[src/rtl/core/cmbe_pkg.sv]
// Package for the camera motion blur estimator: constants, unit ops, request struct.
// No dependencies.
package cmbe_pkg;

    localparam int TIME_WIDTH = 32;
    localparam int DT_MAX_MS  = 80;
    localparam int DT_W       = $clog2(DT_MAX_MS + 1);

    localparam int UNIT_AW = 56;
    localparam int UNIT_BW = 32;
    localparam int REM_W   = 34;
    localparam int CNT_W   = 6;

    localparam int MUL_STEPS  = 32;
    localparam int DIV_STEPS  = 56;
    localparam int SQRT_STEPS = 28;

    localparam int VEL_W = 40;

    localparam logic [2:0] REG_STAGE_MAX_DIM = 3'd0;
    localparam logic [2:0] REG_BLUR_AMOUNT   = 3'd1;
    localparam logic [2:0] REG_AMOUNT_BOOST  = 3'd2;
    localparam logic [2:0] REG_PEAK_VELOCITY = 3'd3;
    localparam logic [2:0] REG_VEL_THRESHOLD = 3'd4;
    localparam logic [2:0] REG_MAX_BLUR      = 3'd5;

    typedef enum logic [1:0] {
        OP_MUL,
        OP_DIV,
        OP_SQRT
    } unit_op_t;

    typedef struct packed {
        logic                 start;
        unit_op_t             op;
        logic [UNIT_AW-1:0]   a;
        logic [UNIT_BW-1:0]   b;
    } unit_req_t;

endpackage

[src/rtl/core/cmbe_ifs.sv]
// Channel interfaces: frame input, result output, configuration writes.
// Depends on nothing.
interface cmbe_in_if;
    logic               valid;
    logic               ready;
    logic signed [23:0] cam_x;
    logic signed [23:0] cam_y;
    logic [23:0]        cam_scale;
    logic [31:0]        frame_time_ms;
    modport source (output valid, cam_x, cam_y, cam_scale, frame_time_ms, input ready);
    modport sink (input valid, cam_x, cam_y, cam_scale, frame_time_ms, output ready);
endinterface

interface cmbe_out_if;
    logic               valid;
    logic               ready;
    logic signed [39:0] velocity_x;
    logic signed [39:0] velocity_y;
    logic [15:0]        blur_px;
    logic               primed;
    modport source (output valid, velocity_x, velocity_y, blur_px, primed, input ready);
    modport sink (input valid, velocity_x, velocity_y, blur_px, primed, output ready);
endinterface

interface cmbe_cfg_if;
    logic        valid;
    logic        ready;
    logic [2:0]  index;
    logic [31:0] data;
    modport source (output valid, index, data, input ready);
    modport sink (input valid, index, data, output ready);
endinterface

[src/rtl/core/cmbe_serial_unit.sv]
// Shared bit-serial unit: shift-add multiply, restoring divide, digit square root.
// Depends on cmbe_pkg.
module cmbe_serial_unit
    import cmbe_pkg::*;
(
    input  logic               clk,
    input  logic               rst_n,
    input  unit_req_t          req,
    output logic               done,
    output logic [UNIT_AW-1:0] result
);

    logic               busy_reg;
    unit_op_t           op_reg;
    logic [CNT_W-1:0]   cnt_reg;
    logic [UNIT_AW-1:0] acc_reg;
    logic [UNIT_AW-1:0] a_reg;
    logic [UNIT_BW-1:0] b_reg;
    logic [REM_W-1:0]   rem_reg;
    logic               done_reg;

    logic [REM_W-1:0]   div_sh;
    logic [REM_W-1:0]   sq_sh;
    logic [REM_W-1:0]   sq_trial;
    logic               div_ge;
    logic               sq_ge;
    logic [CNT_W-1:0]   last_cnt;

    assign div_sh   = {rem_reg[REM_W-2:0], a_reg[UNIT_AW-1]};
    assign div_ge   = div_sh >= {{(REM_W-UNIT_BW){1'b0}}, b_reg};
    assign sq_sh    = {rem_reg[REM_W-3:0], a_reg[UNIT_AW-1:UNIT_AW-2]};
    assign sq_trial = {{(REM_W-SQRT_STEPS-2){1'b0}}, acc_reg[SQRT_STEPS-1:0], 2'b01};
    assign sq_ge    = sq_sh >= sq_trial;

    always_comb
    begin
        case (op_reg)
            OP_MUL:  last_cnt = CNT_W'(MUL_STEPS - 1);
            OP_DIV:  last_cnt = CNT_W'(DIV_STEPS - 1);
            OP_SQRT: last_cnt = CNT_W'(SQRT_STEPS - 1);
            default: last_cnt = '0;
        endcase
    end

    always_ff @(posedge clk or negedge rst_n)
    begin
        if (!rst_n)
        begin
            busy_reg <= 1'b0;
            done_reg <= 1'b0;
            op_reg   <= OP_MUL;
            cnt_reg  <= '0;
            acc_reg  <= '0;
            a_reg    <= '0;
            b_reg    <= '0;
            rem_reg  <= '0;
        end
        else
        begin
            done_reg <= 1'b0;
            if (req.start)
            begin
                busy_reg <= 1'b1;
                op_reg   <= req.op;
                cnt_reg  <= '0;
                acc_reg  <= '0;
                a_reg    <= req.a;
                b_reg    <= req.b;
                rem_reg  <= '0;
            end
            else if (busy_reg)
            begin
                case (op_reg)
                    OP_MUL:
                    begin
                        if (b_reg[0])
                            acc_reg <= acc_reg + a_reg;
                        a_reg <= {a_reg[UNIT_AW-2:0], 1'b0};
                        b_reg <= {1'b0, b_reg[UNIT_BW-1:1]};
                    end
                    OP_DIV:
                    begin
                        rem_reg <= div_ge ? div_sh - {{(REM_W-UNIT_BW){1'b0}}, b_reg} : div_sh;
                        acc_reg <= {acc_reg[UNIT_AW-2:0], div_ge};
                        a_reg   <= {a_reg[UNIT_AW-2:0], 1'b0};
                    end
                    OP_SQRT:
                    begin
                        rem_reg <= sq_ge ? sq_sh - sq_trial : sq_sh;
                        acc_reg <= {acc_reg[UNIT_AW-2:0], sq_ge};
                        a_reg   <= {a_reg[UNIT_AW-3:0], 2'b00};
                    end
                    default:
                    begin
                        acc_reg <= acc_reg;
                    end
                endcase
                cnt_reg <= cnt_reg + 1'b1;
                if (cnt_reg == last_cnt)
                begin
                    busy_reg <= 1'b0;
                    done_reg <= 1'b1;
                end
            end
        end
    end

    assign done   = done_reg;
    assign result = acc_reg;

endmodule

[src/rtl/core/camera_motion_blur_estimator_unit.sv]
// Camera motion blur estimator top level: frame state, sequencer, config registers.
// Depends on cmbe_pkg, cmbe_ifs, cmbe_serial_unit.
//
//  channel  | dir | transaction
//  ---------+-----+--------------------------------------------------
//  frame    | in  | cam_x, cam_y, cam_scale, frame_time_ms
//  result   | out | velocity_x, velocity_y, blur_px, primed
//  cfg      | in  | index, data (register write, always ready)
//
// Priming frame: goes from accept to S_OUT, which loads the result register once it is free.
// Other frames run serial-unit ops one at a time (multiply, divide, sqrt): frames below the
// threshold stop after the sqrt, zero peak velocity skips the divide by it, others run all ops.
// One frame in flight; the next frame is taken while the result waits in its register.
// Reset clears the stored frame state and loads the register defaults.
module camera_motion_blur_estimator_unit
    import cmbe_pkg::*;
(
    input logic         clk,
    input logic         rst_n,
    cmbe_in_if.sink     frame,
    cmbe_out_if.source  result,
    cmbe_cfg_if.sink    cfg
);

    typedef enum logic [4:0] {
        S_IDLE, S_MX_MUL, S_MX_DIV, S_MY_MUL, S_MY_DIV,
        S_S_MUL1, S_S_MUL2, S_S_DIV, S_SQ_X, S_SQ_Y, S_SQRT,
        S_N_DIV, S_N2, S_F, S_R, S_P1, S_P2, S_OUT
    } state_t;

    state_t state_reg;

    logic [13:0] smd_reg;
    logic [16:0] ba_reg;
    logic [12:0] boost_reg;
    logic [15:0] pv_reg;
    logic [15:0] thr_reg;
    logic [13:0] mb_reg;

    logic                  have_prev_reg;
    logic [TIME_WIDTH-1:0] last_time_reg;
    logic [23:0]           prev_x_reg;
    logic [23:0]           prev_y_reg;
    logic [23:0]           prev_s_reg;

    logic [DT_W-1:0] dt_reg;
    logic [24:0]     mag_y_reg;
    logic [24:0]     mag_s_reg;
    logic            neg_x_reg;
    logic            neg_y_reg;
    logic [34:0]     mx_reg;
    logic [34:0]     my_reg;
    logic [25:0]     sv_reg;
    logic [51:0]     sum_reg;
    logic [16:0]     n2_reg;
    logic [22:0]     r_reg;
    logic [VEL_W-1:0] vx_reg;
    logic [VEL_W-1:0] vy_reg;
    logic [15:0]     blur_reg;
    logic            primed_reg;

    logic             ov_reg;
    logic [VEL_W-1:0] vx_out_reg;
    logic [VEL_W-1:0] vy_out_reg;
    logic [15:0]      blur_out_reg;
    logic             primed_out_reg;

    unit_req_t          req_reg;
    logic               u_done;
    logic [UNIT_AW-1:0] u_res;

    logic                  accept;
    logic [TIME_WIDTH-1:0] d_c;
    logic [DT_W-1:0]       dt_c;
    logic signed [24:0]    dx_c;
    logic signed [24:0]    dy_c;
    logic signed [24:0]    ds_c;
    logic [25:0]           cmx_c;
    logic [25:0]           cmy_c;
    logic [25:0]           csv_c;
    logic [27:0]           speed_c;
    logic [16:0]           n_c;
    logic [16:0]           a_c;
    logic                  boost_ge;
    logic [12:0]           bdiff_c;
    logic [21:0]           f_c;
    logic [23:0]           p_c;
    logic [VEL_W-1:0]      vmag_c;

    assign accept = frame.valid && frame.ready;
    assign frame.ready = (state_reg == S_IDLE);
    assign cfg.ready = 1'b1;

    assign d_c  = frame.frame_time_ms[TIME_WIDTH-1:0] - last_time_reg;
    always_comb
    begin
        if (d_c == '0 || d_c[TIME_WIDTH-1])
            dt_c = DT_W'(1);
        else if (d_c > TIME_WIDTH'(DT_MAX_MS))
            dt_c = DT_W'(DT_MAX_MS);
        else
            dt_c = d_c[DT_W-1:0];
    end

    assign dx_c = 25'(frame.cam_x) - 25'(signed'(prev_x_reg));
    assign dy_c = 25'(frame.cam_y) - 25'(signed'(prev_y_reg));
    assign ds_c = signed'({1'b0, frame.cam_scale}) - signed'({1'b0, prev_s_reg});

    assign cmx_c = (mx_reg > 35'(1 << 25)) ? 26'(1 << 25) : mx_reg[25:0];
    assign cmy_c = (my_reg > 35'(1 << 25)) ? 26'(1 << 25) : my_reg[25:0];
    assign csv_c = (u_res > UNIT_AW'(1 << 25)) ? 26'(1 << 25) : u_res[25:0];
    assign speed_c = 28'(u_res[SQRT_STEPS-1:0]) + 28'(sv_reg);
    assign n_c = (u_res > UNIT_AW'(65536)) ? 17'h10000 : u_res[16:0];
    assign a_c = (ba_reg > 17'h10000) ? 17'h10000 : ba_reg;
    assign boost_ge = boost_reg >= 13'd256;
    assign bdiff_c = boost_ge ? boost_reg - 13'd256 : 13'd256 - boost_reg;
    assign f_c = boost_ge ? 22'h10000 + 22'(u_res[UNIT_AW-1:8])
                          : 22'h10000 - 22'(u_res[UNIT_AW-1:8]);
    assign p_c = u_res[55:32];
    assign vmag_c = u_res[VEL_W-1:0];

    cmbe_serial_unit u_unit (
        .clk    (clk),
        .rst_n  (rst_n),
        .req    (req_reg),
        .done   (u_done),
        .result (u_res)
    );

    always_ff @(posedge clk or negedge rst_n)
    begin
        if (!rst_n)
        begin
            smd_reg   <= 14'd1920;
            ba_reg    <= 17'd32768;
            boost_reg <= 13'd512;
            pv_reg    <= 16'd2000;
            thr_reg   <= 16'd20;
            mb_reg    <= 14'd2048;
        end
        else if (cfg.valid)
        begin
            case (cfg.index)
                REG_STAGE_MAX_DIM: smd_reg   <= cfg.data[13:0];
                REG_BLUR_AMOUNT:   ba_reg    <= cfg.data[16:0];
                REG_AMOUNT_BOOST:  boost_reg <= cfg.data[12:0];
                REG_PEAK_VELOCITY: pv_reg    <= cfg.data[15:0];
                REG_VEL_THRESHOLD: thr_reg   <= cfg.data[15:0];
                REG_MAX_BLUR:      mb_reg    <= cfg.data[13:0];
                default:           smd_reg   <= smd_reg;
            endcase
        end
    end

    always_ff @(posedge clk or negedge rst_n)
    begin
        if (!rst_n)
        begin
            state_reg      <= S_IDLE;
            have_prev_reg  <= 1'b0;
            last_time_reg  <= '0;
            prev_x_reg     <= '0;
            prev_y_reg     <= '0;
            prev_s_reg     <= '0;
            req_reg        <= '0;
            ov_reg         <= 1'b0;
            dt_reg         <= '0;
            mag_y_reg      <= '0;
            mag_s_reg      <= '0;
            neg_x_reg      <= 1'b0;
            neg_y_reg      <= 1'b0;
            mx_reg         <= '0;
            my_reg         <= '0;
            sv_reg         <= '0;
            sum_reg        <= '0;
            n2_reg         <= '0;
            r_reg          <= '0;
            vx_reg         <= '0;
            vy_reg         <= '0;
            blur_reg       <= '0;
            primed_reg     <= 1'b0;
            vx_out_reg     <= '0;
            vy_out_reg     <= '0;
            blur_out_reg   <= '0;
            primed_out_reg <= 1'b0;
        end
        else
        begin
            // start is a one-cycle pulse; the unit never finishes in the cycle after it
            if (req_reg.start)
                req_reg.start <= 1'b0;
            if (ov_reg && result.ready && state_reg != S_OUT)
                ov_reg <= 1'b0;

            case (state_reg)
                S_IDLE:
                begin
                    if (accept)
                    begin
                        have_prev_reg <= 1'b1;
                        last_time_reg <= frame.frame_time_ms[TIME_WIDTH-1:0];
                        prev_x_reg    <= frame.cam_x;
                        prev_y_reg    <= frame.cam_y;
                        prev_s_reg    <= frame.cam_scale;
                        dt_reg        <= dt_c;
                        mag_y_reg     <= dy_c[24] ? 25'(-dy_c) : dy_c;
                        mag_s_reg     <= ds_c[24] ? 25'(-ds_c) : ds_c;
                        neg_x_reg     <= dx_c[24];
                        neg_y_reg     <= dy_c[24];
                        blur_reg      <= '0;
                        if (!have_prev_reg)
                        begin
                            vx_reg     <= '0;
                            vy_reg     <= '0;
                            primed_reg <= 1'b1;
                            state_reg  <= S_OUT;
                        end
                        else
                        begin
                            primed_reg <= 1'b0;
                            req_reg    <= '{1'b1, OP_MUL,
                                           UNIT_AW'(dx_c[24] ? 25'(-dx_c) : dx_c),
                                           UNIT_BW'(1000)};
                            state_reg  <= S_MX_MUL;
                        end
                    end
                end
                S_MX_MUL:
                begin
                    if (u_done)
                    begin
                        req_reg   <= '{1'b1, OP_DIV, u_res + UNIT_AW'(dt_reg >> 1),
                                      UNIT_BW'(dt_reg)};
                        state_reg <= S_MX_DIV;
                    end
                end
                S_MX_DIV:
                begin
                    if (u_done)
                    begin
                        mx_reg    <= u_res[34:0];
                        vx_reg    <= neg_x_reg ? VEL_W'(-vmag_c) : vmag_c;
                        req_reg   <= '{1'b1, OP_MUL, UNIT_AW'(mag_y_reg), UNIT_BW'(1000)};
                        state_reg <= S_MY_MUL;
                    end
                end
                S_MY_MUL:
                begin
                    if (u_done)
                    begin
                        req_reg   <= '{1'b1, OP_DIV, u_res + UNIT_AW'(dt_reg >> 1),
                                      UNIT_BW'(dt_reg)};
                        state_reg <= S_MY_DIV;
                    end
                end
                S_MY_DIV:
                begin
                    if (u_done)
                    begin
                        my_reg    <= u_res[34:0];
                        vy_reg    <= neg_y_reg ? VEL_W'(-vmag_c) : vmag_c;
                        req_reg   <= '{1'b1, OP_MUL, UNIT_AW'(mag_s_reg), UNIT_BW'(1000)};
                        state_reg <= S_S_MUL1;
                    end
                end
                S_S_MUL1:
                begin
                    if (u_done)
                    begin
                        req_reg   <= '{1'b1, OP_MUL, u_res, UNIT_BW'(smd_reg)};
                        state_reg <= S_S_MUL2;
                    end
                end
                S_S_MUL2:
                begin
                    if (u_done)
                    begin
                        req_reg   <= '{1'b1, OP_DIV, u_res >> 9, UNIT_BW'(dt_reg)};
                        state_reg <= S_S_DIV;
                    end
                end
                S_S_DIV:
                begin
                    if (u_done)
                    begin
                        sv_reg    <= csv_c;
                        req_reg   <= '{1'b1, OP_MUL, UNIT_AW'(cmx_c), UNIT_BW'(cmx_c)};
                        state_reg <= S_SQ_X;
                    end
                end
                S_SQ_X:
                begin
                    if (u_done)
                    begin
                        sum_reg   <= u_res[51:0];
                        req_reg   <= '{1'b1, OP_MUL, UNIT_AW'(cmy_c), UNIT_BW'(cmy_c)};
                        state_reg <= S_SQ_Y;
                    end
                end
                S_SQ_Y:
                begin
                    if (u_done)
                    begin
                        req_reg   <= '{1'b1, OP_SQRT, UNIT_AW'(sum_reg) + u_res, '0};
                        state_reg <= S_SQRT;
                    end
                end
                S_SQRT:
                begin
                    if (u_done)
                    begin
                        if (speed_c < {4'd0, thr_reg, 8'd0})
                            state_reg <= S_OUT;
                        else if (pv_reg == '0)
                        begin
                            req_reg   <= '{1'b1, OP_MUL, UNIT_AW'(17'h10000),
                                          UNIT_BW'(17'h10000)};
                            state_reg <= S_N2;
                        end
                        else
                        begin
                            req_reg   <= '{1'b1, OP_DIV, UNIT_AW'({speed_c, 8'd0}),
                                          UNIT_BW'(pv_reg)};
                            state_reg <= S_N_DIV;
                        end
                    end
                end
                S_N_DIV:
                begin
                    if (u_done)
                    begin
                        req_reg   <= '{1'b1, OP_MUL, UNIT_AW'(n_c), UNIT_BW'(n_c)};
                        state_reg <= S_N2;
                    end
                end
                S_N2:
                begin
                    if (u_done)
                    begin
                        n2_reg    <= u_res[32:16];
                        req_reg   <= '{1'b1, OP_MUL, UNIT_AW'(a_c), UNIT_BW'(bdiff_c)};
                        state_reg <= S_F;
                    end
                end
                S_F:
                begin
                    if (u_done)
                    begin
                        req_reg   <= '{1'b1, OP_MUL, UNIT_AW'(a_c), UNIT_BW'(f_c)};
                        state_reg <= S_R;
                    end
                end
                S_R:
                begin
                    if (u_done)
                    begin
                        r_reg     <= u_res[38:16];
                        req_reg   <= '{1'b1, OP_MUL, UNIT_AW'(n2_reg), UNIT_BW'(mb_reg)};
                        state_reg <= S_P1;
                    end
                end
                S_P1:
                begin
                    if (u_done)
                    begin
                        req_reg   <= '{1'b1, OP_MUL, u_res, UNIT_BW'(r_reg)};
                        state_reg <= S_P2;
                    end
                end
                S_P2:
                begin
                    if (u_done)
                    begin
                        blur_reg  <= (p_c > 24'd65535) ? 16'hFFFF : p_c[15:0];
                        state_reg <= S_OUT;
                    end
                end
                S_OUT:
                begin
                    if (!ov_reg || result.ready)
                    begin
                        ov_reg         <= 1'b1;
                        vx_out_reg     <= vx_reg;
                        vy_out_reg     <= vy_reg;
                        blur_out_reg   <= blur_reg;
                        primed_out_reg <= primed_reg;
                        state_reg      <= S_IDLE;
                    end
                    else if (ov_reg && result.ready)
                    begin
                        ov_reg <= 1'b0;
                    end
                end
                default:
                begin
                    state_reg <= S_IDLE;
                end
            endcase
        end
    end

    assign result.valid      = ov_reg;
    assign result.velocity_x = signed'(vx_out_reg);
    assign result.velocity_y = signed'(vy_out_reg);
    assign result.blur_px    = blur_out_reg;
    assign result.primed     = primed_out_reg;

endmodule

[src/flat_wrapper.sv]
// flat-port wrapper written by rule: the top's interface ports become plain ports
module camera_motion_blur_estimator_unit_flat import cmbe_pkg::*;
  (clk, rst_n, frame_valid, frame_cam_x, frame_cam_y, frame_cam_scale, frame_frame_time_ms, frame_ready, result_valid, result_velocity_x, result_velocity_y, result_blur_px, result_primed, result_ready, cfg_valid, cfg_index, cfg_data, cfg_ready);
  cmbe_in_if frame_i ();
  cmbe_out_if result_i ();
  cmbe_cfg_if cfg_i ();
  input logic clk;
  input logic rst_n;
  input wire logic [$bits(frame_i.valid)-1:0] frame_valid;
  input wire logic [$bits(frame_i.cam_x)-1:0] frame_cam_x;
  input wire logic [$bits(frame_i.cam_y)-1:0] frame_cam_y;
  input wire logic [$bits(frame_i.cam_scale)-1:0] frame_cam_scale;
  input wire logic [$bits(frame_i.frame_time_ms)-1:0] frame_frame_time_ms;
  output wire logic [$bits(frame_i.ready)-1:0] frame_ready;
  output wire logic [$bits(result_i.valid)-1:0] result_valid;
  output wire logic [$bits(result_i.velocity_x)-1:0] result_velocity_x;
  output wire logic [$bits(result_i.velocity_y)-1:0] result_velocity_y;
  output wire logic [$bits(result_i.blur_px)-1:0] result_blur_px;
  output wire logic [$bits(result_i.primed)-1:0] result_primed;
  input wire logic [$bits(result_i.ready)-1:0] result_ready;
  input wire logic [$bits(cfg_i.valid)-1:0] cfg_valid;
  input wire logic [$bits(cfg_i.index)-1:0] cfg_index;
  input wire logic [$bits(cfg_i.data)-1:0] cfg_data;
  output wire logic [$bits(cfg_i.ready)-1:0] cfg_ready;
  assign frame_i.valid = frame_valid;
  assign frame_i.cam_x = frame_cam_x;
  assign frame_i.cam_y = frame_cam_y;
  assign frame_i.cam_scale = frame_cam_scale;
  assign frame_i.frame_time_ms = frame_frame_time_ms;
  assign frame_ready = frame_i.ready;
  assign result_valid = result_i.valid;
  assign result_velocity_x = result_i.velocity_x;
  assign result_velocity_y = result_i.velocity_y;
  assign result_blur_px = result_i.blur_px;
  assign result_primed = result_i.primed;
  assign result_i.ready = result_ready;
  assign cfg_i.valid = cfg_valid;
  assign cfg_i.index = cfg_index;
  assign cfg_i.data = cfg_data;
  assign cfg_ready = cfg_i.ready;
  camera_motion_blur_estimator_unit u_core (.clk(clk), .rst_n(rst_n), .frame(frame_i), .result(result_i), .cfg(cfg_i));
endmodule
[config.mk]
export PLATFORM = sky130hd
export DESIGN_NAME = camera_motion_blur_estimator_unit_flat
export DESIGN_NICKNAME = d
export VERILOG_FILES = /design/src/rtl/core/cmbe_pkg.sv /design/src/rtl/core/cmbe_ifs.sv /design/src/rtl/core/cmbe_serial_unit.sv /design/src/rtl/core/camera_motion_blur_estimator_unit.sv /design/src/flat_wrapper.sv
export SDC_FILE = /design/constraint.sdc
export NUM_CORES = 2
export LEC_CHECK = 0
export ABC_AREA = 1
export BUFFER_PORTS_ARGS = -buffer_cell sky130_fd_sc_hd__buf_2
export CAP_MARGIN = 40
export CORE_MARGIN = 2
export CORE_UTILIZATION = 48
export DETAILED_ROUTE_END_ITERATION = 8
export GPL_TIMING_DRIVEN = 1
export MAX_ROUTING_LAYER = met4
export PLACE_DENSITY = 0.67
export SYNTH_ARGS = -nofsm -noshare
export SYNTH_HDL_FRONTEND = slang
export SYNTH_SLANG_ARGS = --single-unit
[constraint.sdc]
create_clock -name clk -period 3.35 [get_ports clk]
set_clock_uncertainty 0.05 [all_clocks]
set_input_delay 0.67 -clock clk [delete_from_list [all_inputs] [get_ports clk]]
set_output_delay 0.67 -clock clk [all_outputs]
set_load 0.05 [all_outputs]
======== After elaboration in Yosys (flattened, before gate mapping) ========
Index checks and enable logic that the tools add are counted.
operators by class
  mux-type cells .......................... 94
  equality and inequality tests ........... 49
  order comparisons ....................... 11
  add/subtract/negate cells ............... 19
  reductions and logical operators ........ 45
operators with widths
  kind                                                             number
  two-way mux 91 bit                                               17
  case mux 91 bit (15 select lines)                                1
  two-way mux 56 bit                                               6
  two-way mux 40 bit                                               6
  case mux 56 bit (3 select lines)                                 1
  case mux 40 bit (2 select lines)                                 2
  two-way mux 33 bit                                               4
  case mux 56 bit (2 select lines)                                 1
  two-way mux 5 bit                                                20
  two-way mux 32 bit                                               3
  case mux 5 bit (18 select lines)                                 1
  two-way mux 89 bit                                               1
  two-way mux 26 bit                                               3
  negator 25 bit                                                   3
  subtractor 24 x 24 -> 25 bit                                     3
  greater-than comparator 35 x 26 -> 1 bit, second input constant  2
  case mux 33 bit (2 select lines)                                 1
  adder 52 x 56 -> 56 bit                                          1
  adder 56 bit                                                     1
  adder 56 x 6 -> 56 bit                                           1
  greater-than comparator 56 x 17 -> 1 bit, second input constant  1
  greater-than comparator 56 x 26 -> 1 bit, second input constant  1
  two-way mux 25 bit                                               2
  two-way mux 16 bit                                               3
  58 further kinds                                                 133
word-level totals
  input port bits ......................... 144
  output and inout bits ................... 100
  register bits ........................... 920
  logic and storage cells ................. 262

======== Depth between registers and ports, before layout ========
  depth in word-level cells ............... 6
  depth in mapped cells ................... 24
  depth with buffers taken out ............ 24

======== By module ========
A second synthesis with hierarchy kept.
unflattened totals
  cell total of the unflattened synthesis .. 10776
  area total of the unflattened synthesis .. 70347.5 µm²
modules (own cells, without submodules)
  module                             area each (µm²)  times used  cells each
  camera_motion_blur_estimator_unit  50628.6          1           7431
  cmbe_serial_unit                   19718.9          1           3345

======== Worst setup path before layout ========
OpenSTA, ideal clock, no wires.
  path type ............................... register -> register
  start ................................... register u_core.u_unit.acc_reg[0], in the netlist u_core.u_unit.result[0]
  end ..................................... register u_core.req_reg[14] (netlist bit)
  cell stages (with the launch flop) ...... 25
  slack ................................... -0.056 ns
  required time ........................... 3.169 ns
  arrival time ............................ 3.224 ns
  path buffers ............................ 1
  setup time .............................. 0.131 ns
  cell sequence ........................... dfrtp_1 > ha_1 > fa_1 > nand3_1 > nand2_1 > nand2_1 > nand2_1 > nand2_1 > nand2_2 > inv_1 > o21bai_1 > a21oi_1 > xnor2_1 > ha_1 > nand2_1 > o21ai_0 > nor2_1 > nand2_1 > nor2_4 > nand2_2 > nand3_2 > inv_2 > buf_4 > nand2_1 > nand4_1
between the ends
  longest elaborated chain between the ends .. 4
RTL lines
  item                                                                                        RTL line                                                                            text
  start, declared                                                                             cmbe_serial_unit.sv:16                                                              logic [UNIT_AW-1:0] acc_reg;
  start signal, assigned                                                                      cmbe_serial_unit.sv:77                                                              acc_reg <= acc_reg + a_reg;
  start signal, assigned                                                                      cmbe_serial_unit.sv:84                                                              acc_reg <= {acc_reg[UNIT_AW-2:0], div_ge};
  start signal, assigned                                                                      cmbe_serial_unit.sv:90                                                              acc_reg <= {acc_reg[UNIT_AW-2:0], sq_ge};
  adder 28 x 26 -> 28 bit / greater-than comparator 56 x 17 -> 1 bit (equally long branches)  camera_motion_blur_estimator_unit.sv:112, camera_motion_blur_estimator_unit.sv:113
  < comparator 28 x 24 -> 1 bit / two-way mux 17 bit (equally long branches)                  camera_motion_blur_estimator_unit.sv:312, camera_motion_blur_estimator_unit.sv:113
  inequality test 2 bit (no line) / two-way mux 91 bit (equally long branches)                n/a
  AND reduction 18 bit (no line) / case mux 91 bit (15 select lines) (equally long branches)  n/a
  end signal, assigned                                                                        camera_motion_blur_estimator_unit.sv:316                                            req_reg <= '{1'b1, OP_MUL, UNIT_AW'(17'h10000),
  end signal, assigned                                                                        camera_motion_blur_estimator_unit.sv:322                                            req_reg <= '{1'b1, OP_DIV, UNIT_AW'({speed_c, 8'd0}),
  end signal, assigned                                                                        camera_motion_blur_estimator_unit.sv:332                                            req_reg <= '{1'b1, OP_MUL, UNIT_AW'(n_c), UNIT_BW'(n_c)};
  end, declared                                                                               camera_motion_blur_estimator_unit.sv:68                                             unit_req_t req_reg;
Parallel ways exist; a longest one is shown, timed or not. The select of a mux whose other input is x is not followed.
A chain may end at the register's enable or synchronous reset.

======== Worst setup path after layout ========
  start ................................... register u_core.u_unit.acc_reg[0], in the netlist u_core.u_unit.result[0]
  end ..................................... register u_core.req_reg[79] (netlist bit)
between the ends
  longest elaborated chain between the ends .. 4
RTL lines
  item                             RTL line                                  text
  adder 28 x 26 -> 28 bit          camera_motion_blur_estimator_unit.sv:112  assign speed_c = 28'(u_res[SQRT_STEPS-1:0]) + 28'(sv_reg);
  < comparator 28 x 24 -> 1 bit    camera_motion_blur_estimator_unit.sv:312  if (speed_c < {4'd0, thr_reg, 8'd0})
  inequality test 2 bit (no line)  n/a
  AND reduction 18 bit (no line)   n/a
Parallel ways exist; a longest one is shown, timed or not. The select of a mux whose other input is x is not followed.

==> results.yml <==
clock_network:
  cts_tree: "done"
  h-tree-depth: 3
  insertion_delay_ns: 0.77
  clk_pin_slew_ns: 0.06
  cts-root-buf: "clkbuf_16"
  cts_buffer_depth: 3
  clock_sinks: 908
  numCtsBuffers: 106
logic_synthesis:
  async_reset_ff_frac: 1.00
  avgSynthCellArea_um2: 6.79
  synth-main-ff-cell: "dfrtp_1"
  syn_inst: 9907
  ys_seq_area_frac: 0.338
  syn_nets: 10394
  synthesis.area_um2: 67300
  synth_cell_type_count: 75
  ys_seq_elements: 908
  synth_edf_count: 0
  yosys_warnings: 0
placement:
  routabilityCongestion: 1.11
  hpwl_mm: 252
  postPlaceCellArea_um2: 76500
  io_buffers: 227
global_routing:
  busiest_layer: "met2"
  grt_start_max_net_pins: 202
  grt_usage: 0.451
  grt_util_met2: 0.650
  grt_pass1_vias: 70545
  antenna_found_initial: 33
  gr-total-overflow: 0
  met3_usage: 0.111
  grt_pass1_wl_mm: 463
  met1_usage: 0.558
cells_and_area:
  fill_cells: 13238
  layout_commonest_cell: "nand2_1"
  largest_reg_flops: 85
  post-route-util: 0.590
  final_area_um2: 82300
  nets: 11275
  synthToLayoutAreaGrowth_pct: 22.3
  mostFrequentLayoutCells: "nand2_1 (2608), inv_1 (1208), o21ai_0 (1038)"
  drive_gt1_frac: 0.158
  seqCellArea_um2: 22700
  multi_input_area_um2: 39300
setup_path:
  r2r_end: "u_core.req_reg[79]"
  worst_r2r_path_depth: 23
  path_class: "reg -> reg"
  reg2reg_slack_ns: -0.28
  r2r_start: "u_core.u_unit.result[0]"
  crit_family: "simple AND/OR/NAND/NOR gates"
  cpPeakStageDelay_ns: 0.42
  crit_path_max_fanout: 4
  crit_path_end_kind: "register"
  timing.critical_path.mode_cell: "nand2_4"
  required_ns: 3.91
  path_buf_inv: 3
  arrival_ns: 4.19
  crit_chain: "ha_4, fa_2, nand3_2, nand2_4, nand2_4, nand2_4, nand2_4, nand2_4, a21oi_4, xnor2_2, ha_1, nand2_1, o21a_1, o221a_2, nand2_2, nand2_4, nand3_4, nand2_8, buf_12, buf_12, clkbuf_16, nand2_2, nand4_1"
  slowest_stage: "dfrtp_2"
  cp-start-kind: "register"
hold_path:
  holdPathStages: 3
  hold_start: "frame_cam_y[10]"
  holdPathEnd: "u_core.prev_y_reg[10]"
  hold_class: "in -> reg"
floorplanning:
  die_area_um2: 143000
  die_h_um: 378
  rows: 137
  start_util: 0.483
  fp.coreArea_um2: 139000
  die_w_um: 378
  io_pins: 244
sta:
  setup_tns_ns: -16.07
  slew_headroom: 0.350
  fin_crit_sh: 1.08
  worstMarginPinSlew_ns: 0.972
  rsz0062_at_grt: "true"
  hold_violations: 0
  fin_crit_ns: 3.63
  finalWorstSetupSlack_ns: -0.277
  maxSlewViolCount: 0
  fmax_ghz: 0.276
  final-setup-viol-count: 89
detailed_routing:
  finalWirelength_mm: 321
  postRouteAntennaNets: 0
  dr.pass1.iters: 9
  via_per_inst: 5.89
  wl_per_cell_um: 25.0
  drc: 0
  via_count: 75428
  drt-initial-drc-count: 9038
outcome:
  status: "finished with violations"
  violations: "negative setup slack"
flow_run:
  max-cap-violations: 0
power:
  peakVddDrop_mv: 0.629
  leakagePower_nw: 41.0
  power.density_nw_per_um2: 924
metrics by stage:
stage	power (mW)	setup slack, ns	hold slack, ns	instances
6_report	76.0	-0.277	0.0710	12797
5_1_grt	80.0	-0.422	0.0657	12787
4_1_cts	73.3	-0.212	0.0332	12740
3_5_place_dp	58.1	-0.518	0.416	12507
3_3_place_gp	57.4	-0.401	0.410	12502
2_1_floorplan	41.0	0.0224	0.324	9907
layout make-up:
type	instances	share of cell area
diodes	42	0.00128
well taps	1876	0.0285
flip-flops and latches	908	0.277
clock buffers	138	0.0359
inverters	1265	0.0582
repair buffers	1147	0.111
clock inverters	61	0.0112
multi-input cells	7360	0.477
kinds of logic (layout without fill, tap and decap cells):
family          Yosys count  count (layout)  synth area share
compound gates         2160            2160             0.183
xor+xnor                207             207            0.0271
mux                      13              13           0.00218
flops                   908             908             0.338
buf+inv                1639            2611            0.0939
fa+ha+maj               343             343            0.0648
other cells               1              43         0.0000557
simple gates           4636            4636             0.291
per-layer routing:
layer | wire length [um] | share of wire
met5 | 0 | 0
met4 | 26900 | 0.084
met2 | 135000 | 0.42
met1 | 126000 | 0.39
met3 | 32900 | 0.10
worst max-delay path by stage:
stage	startpoint	endpoint	slack (ns)	cells after the start
global route	u_core.u_unit.result[0]	u_core.req_reg[40]	-0.42	25
CTS	u_core.u_unit.result[0]	u_core.req_reg[62]	-0.21	23
detailed placement	u_core.u_unit.result[10]	u_core.req_reg[18]	-0.52	19
floorplan	u_core.u_unit.result[0]	u_core.req_reg[14]	0.02	24
global placement	u_core.u_unit.result[10]	u_core.req_reg[25]	-0.40	19
finish	u_core.u_unit.result[0]	u_core.req_reg[79]	-0.28	23
Yosys cell counts (all sizes together) (16+ instances only):
library cell,count,area (um2)
a211oi,17,128
a21boi,22,165
a21o,35,263
a21oi,459,2310
a221oi,16,140
a31oi,58,363
buf,97,529
clkbuf,277,1040
dfrtp,893,22300
ha,334,4180
inv,1254,4710
nand2,2714,10300
nand3,598,3060
nand3b,47,357
nand4,199,1260
nor2,845,3270
nor3,134,724
nor4,45,294
o2111ai,16,140
o211ai,240,1810
o21ai,1092,5480
o21bai,42,315
o22ai,84,526
or2,33,206
xnor2,59,524
xor2,148,1300
worst min-delay path, delay by kind of cell:
family                 cells  cell delay [ns]
AO/OA/AOI/OAI              1             0.06
buffers and inverters      1             0.09
AND/OR/NAND/NOR            1             0.04
power by group:
part | total, mW | switching [mW] | leakage (nW) | internal (mW)
registers | 16.6 | 2.52 | 11.8 | 14.1
logic | 46.4 | 30.9 | 27.4 | 15.5
clock network | 13.0 | 5.37 | 1.86 | 7.59
repair_timing:
action | CTS | global route
buffers inserted | 24 | 13
pin swaps | 37 | 39
hold endpoints to repair | 36 | 0
gates resized for setup | 132 | 166
setup endpoints to repair | 111 | 169
cloned | 11 | 5
hold buffers | 1 | 0
Power figures use the tool's default switching activity.
